<file path="src/saq_pkg.sv">
// Shared types and constants for the sorted alarm queue.
// No dependencies; saq_ctrl, saq_dp and the top level in src import this package.
package saq_pkg;

  localparam int QUEUE_DEPTH_DEF = 16;
  localparam int MAX_RESULTS     = 16;
  localparam int RUN_W           = $clog2(MAX_RESULTS + 1);

  localparam logic CMD_ADD   = 1'b0;
  localparam logic CMD_TICK  = 1'b1;
  localparam logic RK_FIRE   = 1'b0;
  localparam logic RK_REJECT = 1'b1;

  typedef struct packed {
    logic        command;
    logic [23:0] delay_seconds;
    logic [7:0]  message_tag;
  } saq_in_t;

  typedef struct packed {
    logic        result_kind;
    logic [31:0] due_second;
    logic [7:0]  alarm_tag;
    logic        last_of_run;
  } saq_out_t;

  typedef struct packed {
    logic [31:0] deadline;
    logic [7:0]  tag;
  } saq_entry_t;

  typedef enum logic [3:0] {
    S_IDLE,
    S_REJ,
    S_INS_RD0,
    S_INS_LOOP,
    S_INS_TAIL,
    S_POP_RD,
    S_POP_CHK,
    S_POP_LOOK,
    S_POP_EMIT
  } saq_state_t;

  // controller -> datapath
  typedef struct packed {
    logic load_in;
    logic ins_start;
    logic ins_step;
    logic ins_tail;
    logic rd_second;
    logic pend_latch;
    logic look_latch;
    logic emit_pop;
    logic emit_rej;
  } saq_cmd_t;

  // datapath -> controller
  typedef struct packed {
    logic full;
    logic count_zero;
    logic ins_last;
    logic due;
    logic out_free;
    logic pend_last;
  } saq_stat_t;

endpackage

</file>
<file path="src/saq_ram.sv">
// Generic simple dual-port RAM: one write port, one read port, registered read.
// No dependencies.
module saq_ram #(
  parameter int WIDTH = 40,
  parameter int DEPTH = 16
) (
  input  logic                     clk,
  input  logic                     we,
  input  logic [$clog2(DEPTH)-1:0] waddr,
  input  logic [WIDTH-1:0]         wdata,
  input  logic [$clog2(DEPTH)-1:0] raddr,
  output logic [WIDTH-1:0]         rdata
);

  logic [WIDTH-1:0] mem [DEPTH];

  always_ff @(posedge clk) begin
    if (we) begin
      mem[waddr] <= wdata;
    end
    rdata <= mem[raddr];
  end

endmodule

</file>
<file path="src/saq_ctrl.sv">
// Sequencer for the sorted alarm queue: input handshake and table walk steps.
// Depends on saq_pkg (state enum, command and status structs).
module saq_ctrl import saq_pkg::*; (
  input  logic      clk,
  input  logic      rst_n,
  input  logic      in_valid,
  input  logic      in_command,
  output logic      in_ready,
  input  saq_stat_t stat,
  output saq_cmd_t  cmd
);

  saq_state_t state_r, state_nxt;

  always_ff @(posedge clk) begin
    if (!rst_n) begin
      state_r <= S_IDLE;
    end else begin
      state_r <= state_nxt;
    end
  end

  // head reads (insert start, pop) use the default read offset of zero
  always_comb begin
    state_nxt = state_r;
    cmd       = '0;
    in_ready  = 1'b0;
    case (state_r)
      S_IDLE: begin
        in_ready = 1'b1;
        if (in_valid) begin
          cmd.load_in = 1'b1;
          if (in_command == CMD_TICK) begin
            state_nxt = S_POP_RD;
          end else if (stat.full) begin
            state_nxt = S_REJ;
          end else begin
            state_nxt = S_INS_RD0;
          end
        end
      end
      S_REJ: begin
        if (stat.out_free) begin
          cmd.emit_rej = 1'b1;
          state_nxt    = S_IDLE;
        end
      end
      S_INS_RD0: begin
        cmd.ins_start = 1'b1;
        state_nxt     = stat.count_zero ? S_INS_TAIL : S_INS_LOOP;
      end
      S_INS_LOOP: begin
        cmd.ins_step = 1'b1;
        if (stat.ins_last) begin
          state_nxt = S_INS_TAIL;
        end
      end
      S_INS_TAIL: begin
        cmd.ins_tail = 1'b1;
        state_nxt    = S_IDLE;
      end
      S_POP_RD: begin
        if (stat.count_zero) begin
          state_nxt = S_IDLE;
        end else begin
          state_nxt = S_POP_CHK;
        end
      end
      S_POP_CHK: begin
        if (stat.due) begin
          cmd.pend_latch = 1'b1;
          cmd.rd_second  = 1'b1;
          state_nxt      = S_POP_LOOK;
        end else begin
          state_nxt = S_IDLE;
        end
      end
      S_POP_LOOK: begin
        cmd.look_latch = 1'b1;
        state_nxt      = S_POP_EMIT;
      end
      S_POP_EMIT: begin
        if (stat.out_free) begin
          cmd.emit_pop = 1'b1;
          state_nxt    = stat.pend_last ? S_IDLE : S_POP_RD;
        end
      end
      default: begin
        state_nxt = S_IDLE;
      end
    endcase
  end

endmodule

</file>
<file path="src/saq_dp.sv">
// Datapath of the sorted alarm queue: second counter, circular table in RAM,
// insert ripple, pop lookahead and output register. Depends on saq_pkg, saq_ram.
module saq_dp import saq_pkg::*; #(
  parameter int QUEUE_DEPTH = QUEUE_DEPTH_DEF
) (
  input  logic      clk,
  input  logic      rst_n,
  input  saq_in_t   in_item,
  input  logic      out_ready,
  output logic      out_valid,
  output saq_out_t  out_item,
  input  saq_cmd_t  cmd,
  output saq_stat_t stat
);

  localparam int AW = $clog2(QUEUE_DEPTH);
  localparam int CW = $clog2(QUEUE_DEPTH + 1);
  localparam int SW = CW + 1;

  logic [31:0]        now_r;
  logic [AW-1:0]      head_r;
  logic [CW-1:0]      count_r;
  logic [CW-1:0]      idx_r;
  logic               placed_r;
  saq_entry_t         hold_r;
  saq_entry_t         pend_r;
  logic               pend_last_r;
  logic [RUN_W-1:0]   run_r;
  logic [23:0]        delay_r;
  logic [7:0]         tag_r;
  logic               out_valid_r;
  saq_out_t           out_item_r;

  logic               ram_we;
  logic [AW-1:0]      ram_waddr;
  logic [AW-1:0]      ram_raddr;
  saq_entry_t         ram_wdata;
  saq_entry_t         ram_rdata;
  logic [CW-1:0]      rd_off;
  logic [CW-1:0]      wr_off;
  saq_entry_t         new_entry;
  logic [31:0]        rd_key;
  logic               rd_later;
  logic               rd_due;
  logic               out_free;

  // head plus offset, wrapped into the table
  function automatic logic [AW-1:0] slot(input logic [AW-1:0] base, input logic [CW-1:0] off);
    logic [SW-1:0] sum;
    sum = SW'(base) + SW'(off);
    if (sum >= SW'(QUEUE_DEPTH)) begin
      sum = sum - SW'(QUEUE_DEPTH);
    end
    return sum[AW-1:0];
  endfunction

  assign new_entry.deadline = now_r + {8'd0, delay_r};
  assign new_entry.tag      = tag_r;
  assign rd_key             = ram_rdata.deadline - now_r;
  assign rd_later           = rd_key > {8'd0, delay_r};
  assign rd_due             = ~(now_r - ram_rdata.deadline) >> 31 == 32'd1;
  assign out_free           = !out_valid_r || out_ready;

  always_comb begin
    rd_off = '0;
    if (cmd.rd_second) begin
      rd_off = CW'(1);
    end else if (cmd.ins_step) begin
      rd_off = idx_r + CW'(1);
    end
  end

  always_comb begin
    ram_we    = 1'b0;
    ram_wdata = new_entry;
    wr_off    = idx_r;
    if (cmd.ins_step) begin
      if (placed_r) begin
        ram_we    = 1'b1;
        ram_wdata = hold_r;
      end else if (rd_later) begin
        ram_we    = 1'b1;
        ram_wdata = new_entry;
      end
    end else if (cmd.ins_tail) begin
      ram_we    = 1'b1;
      wr_off    = count_r;
      ram_wdata = placed_r ? hold_r : new_entry;
    end
  end

  assign ram_raddr = slot(head_r, rd_off);
  assign ram_waddr = slot(head_r, wr_off);

  saq_ram #(
    .WIDTH ($bits(saq_entry_t)),
    .DEPTH (QUEUE_DEPTH)
  ) u_ram (
    .clk   (clk),
    .we    (ram_we),
    .waddr (ram_waddr),
    .wdata (ram_wdata),
    .raddr (ram_raddr),
    .rdata (ram_rdata)
  );

  // control state
  always_ff @(posedge clk) begin
    if (!rst_n) begin
      now_r       <= '0;
      head_r      <= '0;
      count_r     <= '0;
      out_valid_r <= 1'b0;
    end else begin
      if (cmd.load_in && in_item.command == CMD_TICK) begin
        now_r <= now_r + 32'd1;
      end
      if (cmd.ins_tail) begin
        count_r <= count_r + CW'(1);
      end else if (cmd.emit_pop) begin
        count_r <= count_r - CW'(1);
        head_r  <= slot(head_r, CW'(1));
      end
      if (cmd.emit_pop || cmd.emit_rej) begin
        out_valid_r <= 1'b1;
      end else if (out_ready) begin
        out_valid_r <= 1'b0;
      end
    end
  end

  // payload and walk registers
  always_ff @(posedge clk) begin
    if (cmd.load_in) begin
      delay_r <= in_item.delay_seconds;
      tag_r   <= in_item.message_tag;
      run_r   <= '0;
    end
    if (cmd.ins_start) begin
      idx_r    <= '0;
      placed_r <= 1'b0;
    end else if (cmd.ins_step) begin
      idx_r <= idx_r + CW'(1);
      if (placed_r || rd_later) begin
        hold_r   <= ram_rdata;
        placed_r <= 1'b1;
      end
    end
    if (cmd.pend_latch) begin
      pend_r <= ram_rdata;
    end
    if (cmd.look_latch) begin
      pend_last_r <= (run_r == RUN_W'(MAX_RESULTS - 1)) || (count_r == CW'(1)) || !rd_due;
    end
    if (cmd.emit_pop) begin
      run_r                  <= run_r + RUN_W'(1);
      out_item_r.result_kind <= RK_FIRE;
      out_item_r.due_second  <= pend_r.deadline;
      out_item_r.alarm_tag   <= pend_r.tag;
      out_item_r.last_of_run <= pend_last_r;
    end else if (cmd.emit_rej) begin
      out_item_r.result_kind <= RK_REJECT;
      out_item_r.due_second  <= new_entry.deadline;
      out_item_r.alarm_tag   <= tag_r;
      out_item_r.last_of_run <= 1'b1;
    end
  end

  assign out_valid       = out_valid_r;
  assign out_item        = out_item_r;
  assign stat.full       = count_r == CW'(QUEUE_DEPTH);
  assign stat.count_zero = count_r == '0;
  assign stat.ins_last   = (idx_r + CW'(1)) == count_r;
  assign stat.due        = rd_due;
  assign stat.out_free   = out_free;
  assign stat.pend_last  = pend_last_r;

endmodule

</file>
<file path="src/sorted_alarm_queue.sv">
// Sorted alarm queue, top level: joins the sequencer and the datapath.
// Depends on saq_pkg, saq_ctrl, saq_dp (which holds saq_ram).
//
// Usage:
//   in_*  : one item per handshake. command 0 adds an alarm that fires
//           delay_seconds after the current second; command 1 is a tick.
//   out_* : results. An add to a full table gives one reject item; a tick
//           gives one item per due alarm, earliest first, equal deadlines
//           in arrival order, at most 16 per tick, last_of_run on the final.
//           A successful add and a tick with nothing due give nothing.
// Timing: one item at a time. The table lives in a RAM with one write and
//   one registered read port; the insert ripple walks one entry per cycle.
//   add, room left : read the head, insert ripple over the table, write the tail
//   add, full      : emit the reject item once the output register is free
//   tick           : read the head and stop on an empty table or when the
//                    head is not due; for each fired alarm: read head,
//                    check, look at the next entry, emit
//   in_ready rises again as soon as the walk finishes, even while the last
//   result still sits in the output register.
// Stall: a held-off result stays in the output register; the walk waits on
//   it and input stays blocked until the walk ends.
// Reset (rst_n low, synchronous): second count zero, table empty, no result
//   pending. The RAM contents are not cleared; no unwritten entry's value is used.
module sorted_alarm_queue import saq_pkg::*; #(
  parameter int QUEUE_DEPTH = QUEUE_DEPTH_DEF
) (
  input  logic     clk,
  input  logic     rst_n,
  input  logic     in_valid,
  output logic     in_ready,
  input  saq_in_t  in_item,
  output logic     out_valid,
  input  logic     out_ready,
  output saq_out_t out_item
);

  saq_cmd_t  cmd;
  saq_stat_t stat;

  saq_ctrl u_ctrl (
    .clk        (clk),
    .rst_n      (rst_n),
    .in_valid   (in_valid),
    .in_command (in_item.command),
    .in_ready   (in_ready),
    .stat       (stat),
    .cmd        (cmd)
  );

  saq_dp #(
    .QUEUE_DEPTH (QUEUE_DEPTH)
  ) u_dp (
    .clk       (clk),
    .rst_n     (rst_n),
    .in_item   (in_item),
    .out_ready (out_ready),
    .out_valid (out_valid),
    .out_item  (out_item),
    .cmd       (cmd),
    .stat      (stat)
  );

  // one item at a time: input is never accepted on consecutive cycles
  a_single_item: assert property (@(posedge clk) disable iff (!rst_n)
    in_valid && in_ready |=> !in_ready)
    else $error("input accepted on consecutive cycles");

  // a reject is always the only result of its item
  a_reject_last: assert property (@(posedge clk) disable iff (!rst_n)
    out_valid && out_item.result_kind == RK_REJECT |-> out_item.last_of_run)
    else $error("reject result without last_of_run");

  // a reject is only ever issued against a full table
  a_reject_full: assert property (@(posedge clk) disable iff (!rst_n)
    cmd.emit_rej |-> stat.full)
    else $error("reject issued while table has room");

endmodule
</file>
<file path="config.mk">
export PLATFORM = sky130hd
export DESIGN_NAME = sorted_alarm_queue
export DESIGN_NICKNAME = d
export VERILOG_FILES = /design/src/saq_pkg.sv /design/src/saq_ram.sv /design/src/saq_ctrl.sv /design/src/saq_dp.sv /design/src/sorted_alarm_queue.sv
export SDC_FILE = /design/constraint.sdc
export NUM_CORES = 1
export LEC_CHECK = 0
export BUFFER_PORTS_ARGS = -buffer_cell sky130_fd_sc_hd__buf_2
export CORE_UTILIZATION = 60
export DETAILED_ROUTE_END_ITERATION = 8
export GPL_ROUTABILITY_DRIVEN = 0
export GPL_TIMING_DRIVEN = 0
export PLACE_DENSITY_LB_ADDON = 0.3
export SETUP_SLACK_MARGIN = 0.2
export SLEW_MARGIN = 5
export SYNTH_ARGS = -nofsm -noshare
export SYNTH_HDL_FRONTEND = slang
export SYNTH_SLANG_ARGS = --single-unit
export TNS_END_PERCENT = 30
</file>
<file path="constraint.sdc">
create_clock -name clk -period 9.1 [get_ports clk]
set_input_delay 0.91 -clock clk [delete_from_list [all_inputs] [get_ports clk]]
set_output_delay 0.91 -clock clk [all_outputs]
set_load 0.005 [all_outputs]
</file>
# Yosys cells after proc, flatten, opt, wreduce, memory -nomap -nowiden
# Memory sizes are Yosys's and may differ from the RTL's. A register that Yosys moved wholly into a read port is not among the register bits.
# Index checks and enable logic that the tools add are counted.
[word_totals] ram_bits=640 memories=1 in_bits=37 regBits=212
[classes] bitwise=3 addsub=14 n_mux=47 eq_ne=16 magnitude_cmp=4 reduce_logical=18
[memory_table] name="u_dp.u_ram.mem" depth=16 width=40 read_ports=1 rd_ports_with_merged_regs=1 write_ports=1 line="saq_ram.sv:15" text="logic [WIDTH-1:0] mem [DEPTH];"
[ops] op="$mux W40" n=3
[ops] op="$mux W41" n=2
[ops] op="$sub A32 B32 Y32" n=2
[ops] op="$mux W5" n=8
[ops] op="$add A32 B1 Y32 const B" n=1
[ops] op="$add A32 B24 Y32" n=1
[ops] op="$gt A32 B24 Y1" n=1
[ops] op="$not A32 Y32" n=1
[ops] op="$pmux W4 S8" n=1
[ops] op="$mux W4" n=7
[ops] op="$mux W1" n=18
[ops] op="$eq A4 B3 Y1 const B" n=4
[ops] op="$add A5 B1 Y5 const B" n=3
[ops] op="$mux W3" n=5
[ops] op="$add A4 B5 Y6" n=2
[ops] op="$ge A6 B5 Y1 const B" n=2
[ops] op="$sub A4 B1 Y4 const B" n=3
[ops] op="$eq A4 B2 Y1 const B" n=2
[ops] op="$reduce_bool A2 Y1" n=4
[ops] op="$mux W2" n=3
[ops] op="$add A4 B1 Y5 const B" n=1
[ops] op="$eq A5 B1 Y1 const B" n=1
[ops] op="$eq A5 B4 Y1 const B" n=1
[ops] op="$eq A5 B5 Y1" n=1
[ops] op="other kinds (16)" n=25

# Depth between registers and ports, before layout
# Gate-level depths: netlist of run 1.
[depth] depth_word=8 ltp_mapped=23

# Cells and area by module
# A second synthesis of run 1 with hierarchy kept.
[hier_totals] hier_cells=2419 area_unflattened_um2=38685.9
[by_module_without_submodules] mod="saq_ram" area_each_um2=25130.4 instances=1 seq_area_each_um2=20019.2 cells_each=1040
[by_module_without_submodules] mod="saq_dp" area_each_um2=13065.0 instances=1 seq_area_each_um2=5755.5 cells_each=1319
[by_module_without_submodules] mod="saq_ctrl" area_each_um2=490.5 instances=1 seq_area_each_um2=80.1 cells_each=60

# Least setup slack after synthesis of run 1
# Ideal clock, no wire load.
[synth_path] path_kind="register to register" from="reg u_dp.now_r[0]" to="mem u_dp.u_ram.mem[6][0], enable pin" required_time_ns=8.563 stages_incl_launch_ff=22 setup_time_ns=0.537 slack_ns=1.027 arrival_ns=7.536 path_cell_list="dfxtp_1 ha_1 inv_1 fa_1 a211oi_1 nor2_1 o21ai_0 o41ai_1 a211o_1 a31oi_1 xnor2_1 ha_1 nand4_1 nor3_1 nand2_1 nor3b_1 a221o_1 a2111oi_4 nand4_2 a21oi_4 buf_6 nor4_1"
[synth_between] elab_chain_len=7
[synth_rtl] element="from (decl)" line="saq_dp.sv:20" text="logic [31:0] now_r;"
[synth_rtl] element="from (signal assigned)" line="saq_dp.sv:116" text="now_r <= now_r + 32'd1;"
[synth_rtl] element="$sub A32 B32 Y32" line="saq_dp.sv:59" text="assign rd_key = ram_rdata.deadline - now_r;"
[synth_rtl] element="$gt A32 B24 Y1" line="saq_dp.sv:60" text="assign rd_later = rd_key > {8'd0, delay_r};"
[synth_rtl] element="$mux W1" line="saq_dp.sv:81" text="end else if (rd_later) begin"
[synth_rtl] element="$mux W1" line="saq_dp.sv:78" text="if (placed_r) begin"
[synth_rtl] element="$mux W1" line="saq_dp.sv:77" text="if (cmd.ins_step) begin"
[synth_rtl] element="$mux W1" line="saq_ram.sv:18" text="if (we) begin"
[synth_rtl] element="$mux W1 (implied by the code)" line="saq_ram.sv:19" text="mem[waddr] <= wdata;"
[synth_rtl] element="to (decl)" line="saq_ram.sv:15"
# No other way between the ends.

# Final worst setup path of run 1
[layout_path] from="reg u_dp.u_ram.rdata[16], read port of u_dp.u_ram.mem" to="reg u_dp.u_ram.rdata[35], read port of u_dp.u_ram.mem"
[layout_between] elab_chain_len=8
[layout_rtl] element="from (decl)" line="saq_ram.sv:12" text="output logic [WIDTH-1:0] rdata"
[layout_rtl] element="$sub A32 B32 Y32 *" line="saq_dp.sv:61" text="assign rd_due = ~(now_r - ram_rdata.deadline) >> 31 == 32'd1;"
[layout_rtl] element="$not A32 Y32 *" line="saq_dp.sv:61"
[layout_rtl] element="$mux W2 *" line="saq_ctrl.sv:70" text="if (stat.due) begin"
[layout_rtl] element="$mux W2 *" line="saq_ctrl.sv:28" text="case (state_r)"
[layout_rtl] element="$mux W5 *" line="saq_dp.sv:66" text="if (cmd.rd_second) begin"
[layout_rtl] element="$add A4 B5 Y6 *" line="saq_dp.sv:50" text="sum = SW'(base) + SW'(off);"
[layout_rtl] element="$ge A6 B5 Y1 / $sub A4 B1 Y4 (equally long branches)" line="saq_dp.sv:51, saq_dp.sv:52"
[layout_rtl] element="$mux W4 *" line="saq_dp.sv:51" text="if (sum >= SW'(QUEUE_DEPTH)) begin"
# Every way passes the cells marked *; elsewhere a longest branch is shown, timed or not.
# A chain may end at the register's enable or synchronous reset.

==> reports/metrics.json, run 1 <==
{
  "placement": {
    "place.port_buffers": 79,
    "detailed_place.area_mm2": 0.0409,
    "placedCellCount": 3474,
    "dp.final_hpwl_mm": 65.9,
    "dpl_worst_slack_ns": 1.34
  },
  "global_routing": {
    "grt_antenna_before_repair": 0,
    "grt_first_pass_wirelength_mm": 144,
    "global_route.usage.total": 0.306,
    "pin_count_of_the_biggest_net_entering_global_routing": 45,
    "grt_remaining_overflow": 0,
    "number_of_global_route_vias_before_repair": 23400
  },
  "timing": {
    "timing.final.setup_violations": 0,
    "period_minus_slack_ns": 8.08,
    "worstMarginPinSlew_ns": 1.39,
    "final_critical_path_setup_slack_ns": 1.02,
    "drv_slew": 0,
    "worst_hold_slack_after_final_layout_ns": 0.430,
    "fin_skew_ns": 0.0425,
    "max_freq_mhz": 124,
    "setup_total_negative_slack_ns": 0,
    "slew_headroom": 0.0723,
    "hold_violations": 0,
    "final_min_period_over_clock_period": 0.888,
    "rsz0062_at_grt": "false"
  },
  "clock_network": {
    "insertion_delay_ns": 0.65,
    "cts_buffers": 88,
    "number_of_buffers_inserted_to_repair_setup_after_cts": 0,
    "clock_tree.htree_level_count": 3,
    "cts_hold_buffers": 0,
    "cts.path.max_buffers": 3,
    "cts_root_cell": "sky130_fd_sc_hd__clkbuf_16",
    "postCtsResizedCells": 0,
    "cts.clk_slew.worst_paths_ns": 0.07,
    "cts_tree": "done",
    "clock_sink_count": 892
  },
  "route": {
    "routed_via_density": 6.40,
    "detail_route.wl_per_cell_um": 26.8,
    "drt_iter0_drc": 2949,
    "detailedRoute.firstPassIterationCount": 6,
    "totalWireLength_mm": 97.5,
    "route.vias.total": 23300,
    "drtAntennaViolNets": 0,
    "drc": 0
  },
  "final_layout": {
    "finalNetCount": 2887,
    "final_design_area_no_fill_mm2": 0.0439,
    "final_core_utilization": 0.696,
    "diodes": 0,
    "layout-drive-gt1-share": 0.202,
    "finalNonFillerCells": 3640,
    "area.growth.synth_to_final_pct": 14.5
  },
  "die": {
    "starting_density": 0.608,
    "io-pin-count": 81,
    "fp.dieW_um": 255,
    "floorplan.rows": 92,
    "die_y_um": 255,
    "area_inside_the_core_boundary_mm2": 0.0631,
    "die_outline_area_mm2": 0.0649
  },
  "pwr": {
    "power_after_layout_mw": 10.9,
    "worst_ir_drop_vdd_mv": 0.168,
    "leakage_power_figure_nw": 15.4,
    "powerDensity_mw_per_mm2": 249
  },
  "run": {
    "maxCapViolCount": 0
  },
  "worst_setup_path": {
    "critPathMaxFanout": 44,
    "cp_slowest_cell": "sky130_fd_sc_hd__clkbuf_1",
    "reg2reg_from": "u_dp.u_ram.rdata[16]$_DFF_P_",
    "critical_path.startpoint_type": "flop",
    "setup.worst_path.class": "reg2reg",
    "cp.arrival_ns": 8.55,
    "category_of_cells_accounting_for_the_largest_share_of_critical_path_delay": "buffers and inverters",
    "timing.reg2reg.worst_path_depth": 22,
    "r2r_setup_slack_ns": 1.02,
    "worst_setup_path_end_kind": "flop",
    "timing.rr.end": "u_dp.u_ram.rdata[35]$_DFF_P_",
    "crit_path_frequent_cell": "sky130_fd_sc_hd__clkbuf_1",
    "worstPathCellList": "inv_1 > ha_1 > buf_6 > a21o_2 > a21o_1 > a21oi_1 > o21ai_0 > nor2_1 > o211ai_1 > xnor2_1 > and4_1 > clkbuf_4 > o21bai_1 > ha_1 > inv_1 > fa_1 > xor2_1 > clkbuf_1 > clkbuf_1 > clkbuf_1 > mux2i_1 > a21oi_1",
    "cp_num_buf_inv": 7,
    "timing.critical_path.slowest_cell_delay_ns": 0.73,
    "worst-endpoint-required_ns": 9.57
  },
  "worst_hold_path": {
    "worstHoldStart": "u_dp.u_ram.rdata[4]$_DFF_P_",
    "hold_ep": "u_dp.hold_r[4]$_DFFE_PP_",
    "min_delay_worst_type": "reg2reg",
    "worst_hold_depth": 0
  },
  "run_status": {
    "status": "complete, no violations"
  },
  "synthesis": {
    "synth_async_sr_flop_share": 0,
    "yosysWarningCount": 0,
    "synth.top_cells.by_area": "sky130_fd_sc_hd__edfxtp_1 (63%), sky130_fd_sc_hd__mux4_2 (9.4%), sky130_fd_sc_hd__dfxtp_1 (4.9%), sky130_fd_sc_hd__ha_1 (4.0%), sky130_fd_sc_hd__xnor2_1 (1.8%)",
    "number_of_standard_cells_after_synthesis": 2436,
    "synthDominantAreaCellType": "sky130_fd_sc_hd__edfxtp_1",
    "synth_commonest_cells": "sky130_fd_sc_hd__edfxtp_1 (799), sky130_fd_sc_hd__nand2_1 (169), sky130_fd_sc_hd__mux4_2 (160)",
    "ys.flop_type": "sky130_fd_sc_hd__edfxtp_1",
    "synth.distinct_cells": 77,
    "synth-seq-area-share": 0.674,
    "yosys.cell_count.top_type": "sky130_fd_sc_hd__edfxtp_1",
    "number_of_enable_type_register_cells_in_the_synthesized_netlist": 799,
    "yosys.area.top_type_share": 0.626,
    "ys_seq_elements": 892,
    "synthesis.area_mm2": 0.0383,
    "per_instance_average_area_after_synthesis_um2": 15.7,
    "mappedNetlistNets": 2601
  }
}
[power breakdown]
group / switching, mW / total [mW] / internal (mW)
registers: 0.167 / 5.18 / 5.01
logic: 1.27 / 2.01 / 0.737
clock network: 1.55 / 3.72 / 2.17
[sequential cells by signal, summed over array words and instances, names as in the netlist, 4 cells and up]
signal	flops
u_dp.idx_r	5
u_dp.now_r	32
u_dp.run_r	5
u_dp.hold_r	40
u_ctrl.state_r	4
u_dp.out_item	42
u_dp.u_ram.mem	640
u_dp.u_ram.rdata	40
u_dp.pend_r	40
u_dp.delay_r	24
u_dp.head_r	4
u_dp.tag_r	8
u_dp.count_r	5
[layout make-up]
type | count | area (um2)
Clock inverter | 42 | 510
Clock buffer | 120 | 2430
Buffer | 114 | 500
Fill cell | 3966 | 19200
Timing Repair Buffer | 196 | 1420
Sequential cell | 892 | 25900
Inverter | 102 | 383
Tap cell | 846 | 1060
Multi-Input combinational cell | 1328 | 11700
[how the worst max path moves through the flow]
stage | slack, ns | start | end | cells after the start
final | 1.02 | u_dp.u_ram.rdata[16]$_DFF_P_ | u_dp.u_ram.rdata[35]$_DFF_P_ | 22
after global routing | 0.87 | u_dp.u_ram.rdata[17]$_DFF_P_ | u_dp.u_ram.rdata[35]$_DFF_P_ | 22
after CTS | 1.25 | u_dp.u_ram.rdata[16]$_DFF_P_ | u_dp.u_ram.rdata[35]$_DFF_P_ | 22
after detailed placement | 1.34 | u_dp.u_ram.rdata[16]$_DFF_P_ | u_dp.u_ram.rdata[11]$_DFF_P_ | 22
after global placement | -4.55 | u_dp.now_r[0]$_SDFFE_PN0P_ | u_dp.u_ram.mem[0][11]$_DFFE_PP_ | 19
after floorplan | 1.03 | u_dp.now_r[0]$_SDFFE_PN0P_ | u_dp.u_ram.mem[6][0]$_DFFE_PP_ | 21
[placed cells by master (no fill, tap or decap), drive strengths merged, types with 29 or more instances in the layout]
| cell | count |
|---|---|
| a211oi | 47 |
| a21o | 36 |
| a21oi | 134 |
| and2 | 41 |
| buf | 226 |
| clkbuf | 203 |
| dfxtp | 93 |
| edfxtp | 799 |
| ha | 124 |
| inv | 107 |
| mux2i | 42 |
| mux4 | 160 |
| nand2 | 169 |
| nand3 | 29 |
| nor2 | 79 |
| nor2b | 55 |
| nor3 | 30 |
| o21ai | 93 |
| xnor2 | 80 |
| xor2 | 31 |
[kinds of logic (layout without fill, tap and decap cells)]
logic type	Yosys count	after routing	synth area share
AO/OA/AOI/OAI	393	393	0.0643
AND/OR/NAND/NOR	489	489	0.0641
adder cells (fa/ha/maj)	128	128	0.0426
multiplexers	207	207	0.106
XOR/XNOR	111	111	0.0254
flip-flops	892	892	0.674
buffers and inverters	216	574	0.0229
[metal layers]
| metal | GRT usage | up-vias | wire [um] |
|---|---|---|---|
| met2 | 0.506 | 1526 | 47800 |
| met5 | 0 | - | 0 |
| met1 | 0.400 | 11600 | 35700 |
| met4 | 0.131 | 0 | 4130 |
| li1 | - | 9944 | - |
| met3 | 0.0557 | 283 | 9850 |
Power figures use the tool's default switching activity.
==> run 2: changes to the inputs <==
--- a/config.mk
+++ b/config.mk
@@ -5,7 +5,7 @@
 export SDC_FILE = /design/constraint.sdc
 export NUM_CORES = 1
 export LEC_CHECK = 0
-export BUFFER_PORTS_ARGS = -buffer_cell sky130_fd_sc_hd__buf_2
+export BUFFER_PORTS_ARGS = -buffer_cell sky130_fd_sc_hd__buf_4
 export CORE_UTILIZATION = 60
 export DETAILED_ROUTE_END_ITERATION = 8
 export GPL_ROUTABILITY_DRIVEN = 0
==> run 2 against run 1 <==
Against the previous run:
- first-iteration DRC count fell by 10%
- routed wire length fell by 0.55%
- cell area rose by 0.43%
- via count fell by 0.33%
- critical path depth did not move
- clock power fell by 2%
- worst hold slack got worse by 0.0020 ns
- combinational power barely moved
- critical endpoint is now u_dp.u_ram.rdata[11]$_DFF_P_
- largest cell class unchanged
- largest power group unchanged
==> reports/metrics.json, run 2 (synthesis gave the netlist of run 1 again) <==
{
  "clock_network": {
    "cts_buffers": 90,
    "insertion_delay_ns": 0.65,
    "postCtsResizedCells": 0,
    "clock_tree.htree_level_count": 3,
    "cts_hold_buffers": 0,
    "cts.path.max_buffers": 3,
    "cts.clk_slew.worst_paths_ns": 0.06,
    "clock_sink_count": 892,
    "cts_tree": "done",
    "cts_root_cell": "sky130_fd_sc_hd__clkbuf_16",
    "number_of_buffers_inserted_to_repair_setup_after_cts": 0
  },
  "worst_setup_path": {
    "worst_setup_path_endpoint": "u_dp.u_ram.rdata[11]$_DFF_P_",
    "timing.reg2reg.worst_path_depth": 22,
    "cp.arrival_ns": 8.42,
    "timing.rr.end": "u_dp.u_ram.rdata[11]$_DFF_P_",
    "critPathLaunch": "u_dp.u_ram.rdata[16]$_DFF_P_",
    "worst_setup_path_end_kind": "flop",
    "reg2reg_from": "u_dp.u_ram.rdata[16]$_DFF_P_",
    "setup.worst_path.class": "reg2reg",
    "worst-endpoint-required_ns": 9.61,
    "r2r_setup_slack_ns": 1.19,
    "critPathMaxFanout": 44,
    "critical_path.startpoint_type": "flop"
  },
  "timing": {
    "slew_headroom": 0.120,
    "period_minus_slack_ns": 7.91,
    "final_min_period_over_clock_period": 0.870,
    "rsz0062_at_grt": "false",
    "fin_skew_ns": 0.0242,
    "drv_slew": 0,
    "worstMarginPinSlew_ns": 1.32,
    "timing.final.setup_violations": 0,
    "max_freq_mhz": 126,
    "hold_violations": 0
  },
  "placement": {
    "dp.final_hpwl_mm": 65.2,
    "place.port_buffers": 79,
    "detailed_place.area_mm2": 0.0411,
    "placedCellCount": 3475
  },
  "final_layout": {
    "fill_cells": 3965,
    "final_design_area_no_fill_mm2": 0.0441,
    "multi_input_gate_area_in_the_final_layout_mm2": 0.0117,
    "register_with_the_highest_flop_count": "u_dp.u_ram.mem",
    "layout-drive-gt1-share": 0.201,
    "diodes": 0,
    "final_common_cell": "sky130_fd_sc_hd__edfxtp_1",
    "layout_common_cells": "sky130_fd_sc_hd__edfxtp_1 (799), sky130_fd_sc_hd__buf_4 (170), sky130_fd_sc_hd__nand2_1 (169)",
    "finalNetCount": 2891,
    "seq_area_mm2": 0.0259,
    "largest_reg_flops": 640,
    "area.growth.synth_to_final_pct": 15.0,
    "finalNonFillerCells": 3648
  },
  "route": {
    "drc": 0,
    "drtAntennaViolNets": 0,
    "detail_route.wl_per_cell_um": 26.6,
    "drt_iter0_drc": 2653,
    "route.vias.total": 23200,
    "totalWireLength_mm": 97.0,
    "detailedRoute.firstPassIterationCount": 5,
    "routed_via_density": 6.37
  },
  "pwr": {
    "leakage_power_figure_nw": 15.5,
    "proportion_of_power_drawn_by_flip_flops_and_latches": 0.476,
    "p_int_mw": 7.89,
    "worst_ir_drop_vdd_mv": 0.160,
    "powerDensity_mw_per_mm2": 247,
    "p_switching_mw": 2.99,
    "power.share.combinational": 0.187,
    "share_clk_of_total_power": 0.336,
    "power.switching_fraction": 0.275
  },
  "die": {
    "area_inside_the_core_boundary_mm2": 0.0631,
    "starting_density": 0.608,
    "floorplan.rows": 92,
    "die_y_um": 255,
    "fp.dieW_um": 255,
    "io-pin-count": 81,
    "die_outline_area_mm2": 0.0649
  },
  "global_routing": {
    "global_route.usage.total": 0.305,
    "number_of_global_route_vias_before_repair": 23400,
    "grt_antenna_before_repair": 0,
    "grt_remaining_overflow": 0,
    "pin_count_of_the_biggest_net_entering_global_routing": 45,
    "grt_first_pass_wirelength_mm": 144
  },
  "run": {
    "maxCapViolCount": 0
  },
  "worst_hold_path": {
    "min_delay_worst_type": "reg2reg"
  },
  "run_status": {
    "status": "complete, no violations"
  }
}
-- run 2: worst max-delay path, cell delays in order (launching register included) --
cell	delay, ns
sky130_fd_sc_hd__dfxtp_1	0.57
sky130_fd_sc_hd__inv_1	0.09
sky130_fd_sc_hd__ha_1	0.32
sky130_fd_sc_hd__buf_6	0.14
sky130_fd_sc_hd__a21o_2	0.18
sky130_fd_sc_hd__a21o_1	0.17
sky130_fd_sc_hd__a21oi_1	0.19
sky130_fd_sc_hd__o21ai_0	0.11
sky130_fd_sc_hd__nor2_1	0.32
sky130_fd_sc_hd__o211ai_1	0.17
sky130_fd_sc_hd__xnor2_1	0.32
sky130_fd_sc_hd__and4_1	0.24
sky130_fd_sc_hd__clkbuf_4	0.71
sky130_fd_sc_hd__o21bai_1	0.24
sky130_fd_sc_hd__ha_1	0.20
sky130_fd_sc_hd__inv_1	0.07
sky130_fd_sc_hd__fa_1	0.41
sky130_fd_sc_hd__xor2_1	0.63
sky130_fd_sc_hd__clkbuf_1	0.60
sky130_fd_sc_hd__clkbuf_1	0.63
sky130_fd_sc_hd__clkbuf_1	0.83
sky130_fd_sc_hd__mux2i_1	0.23
sky130_fd_sc_hd__a21oi_1	0.38
-- run 2: through the flow --
| step | util | setup TNS, ns | hold WS, ns | setup WS, ns | total power, mW |
|---|---|---|---|---|---|
| 3_5_place_dp | 0.651 | 0 | 0.411 | 1.33 | 7.24 |
| 6_report | 0.699 | 0 | 0.428 | 1.19 | 10.9 |
| 3_3_place_gp | 0.634 | -1821.47 | 0.410 | -4.52 | 7.09 |
| 2_1_floorplan | - | 0 | 0.404 | 1.03 | 6.47 |
| 5_1_grt | 0.699 | 0 | 0.431 | 0.921 | 11.2 |
| 4_1_cts | 0.698 | 0 | 0.414 | 1.31 | 10.9 |
-- run 2: layer usage --
layer / GRT usage / wire length (um)
met1: 0.406 / 36500
met2: 0.506 / 47700
met3: 0.0492 / 9250
met4: 0.124 / 3510
met5: 0 / 0
-- run 2: worst min path at each step --
stage               slack [ns]                         from  cells past startpoint                       end
finish                    0.43  u_dp.u_ram.rdata[0]$_DFF_P_                      0  u_dp.hold_r[0]$_DFFE_PP_
global route              0.43                   in_item[4]                      1   u_dp.tag_r[4]$_DFFE_PP_
CTS                       0.41                   in_item[7]                      1   u_dp.tag_r[7]$_DFFE_PP_
detailed placement        0.41  u_dp.u_ram.rdata[2]$_DFF_P_                      0  u_dp.hold_r[2]$_DFFE_PP_
global placement          0.41  u_dp.u_ram.rdata[2]$_DFF_P_                      0  u_dp.hold_r[2]$_DFFE_PP_
floorplan                 0.40  u_dp.u_ram.rdata[0]$_DFF_P_                      0  u_dp.hold_r[0]$_DFFE_PP_
-- run 2: power groups by stage --
| stage | Sequential (mW) | Clock (mW) | Combinational (mW) |
|---|---|---|---|
| floorplan | 5.21 | 0 | 1.26 |
| global placement | 5.29 | 0 | 1.80 |
| detailed placement | 5.26 | 0 | 1.98 |
| CTS | 5.18 | 3.68 | 2.00 |
| global route | 5.20 | 3.84 | 2.21 |
| finish | 5.18 | 3.66 | 2.04 |
-- run 2: cell type report --
cell class | count | share of cell area
inverters | 102 | 0.00869
well taps | 846 | 0.0240
clock inverters | 43 | 0.00951
repair buffers | 198 | 0.0368
plain buffers | 114 | 0.0114
multi-input cells | 1328 | 0.266
flip-flops and latches | 892 | 0.587
clock buffers | 125 | 0.0568
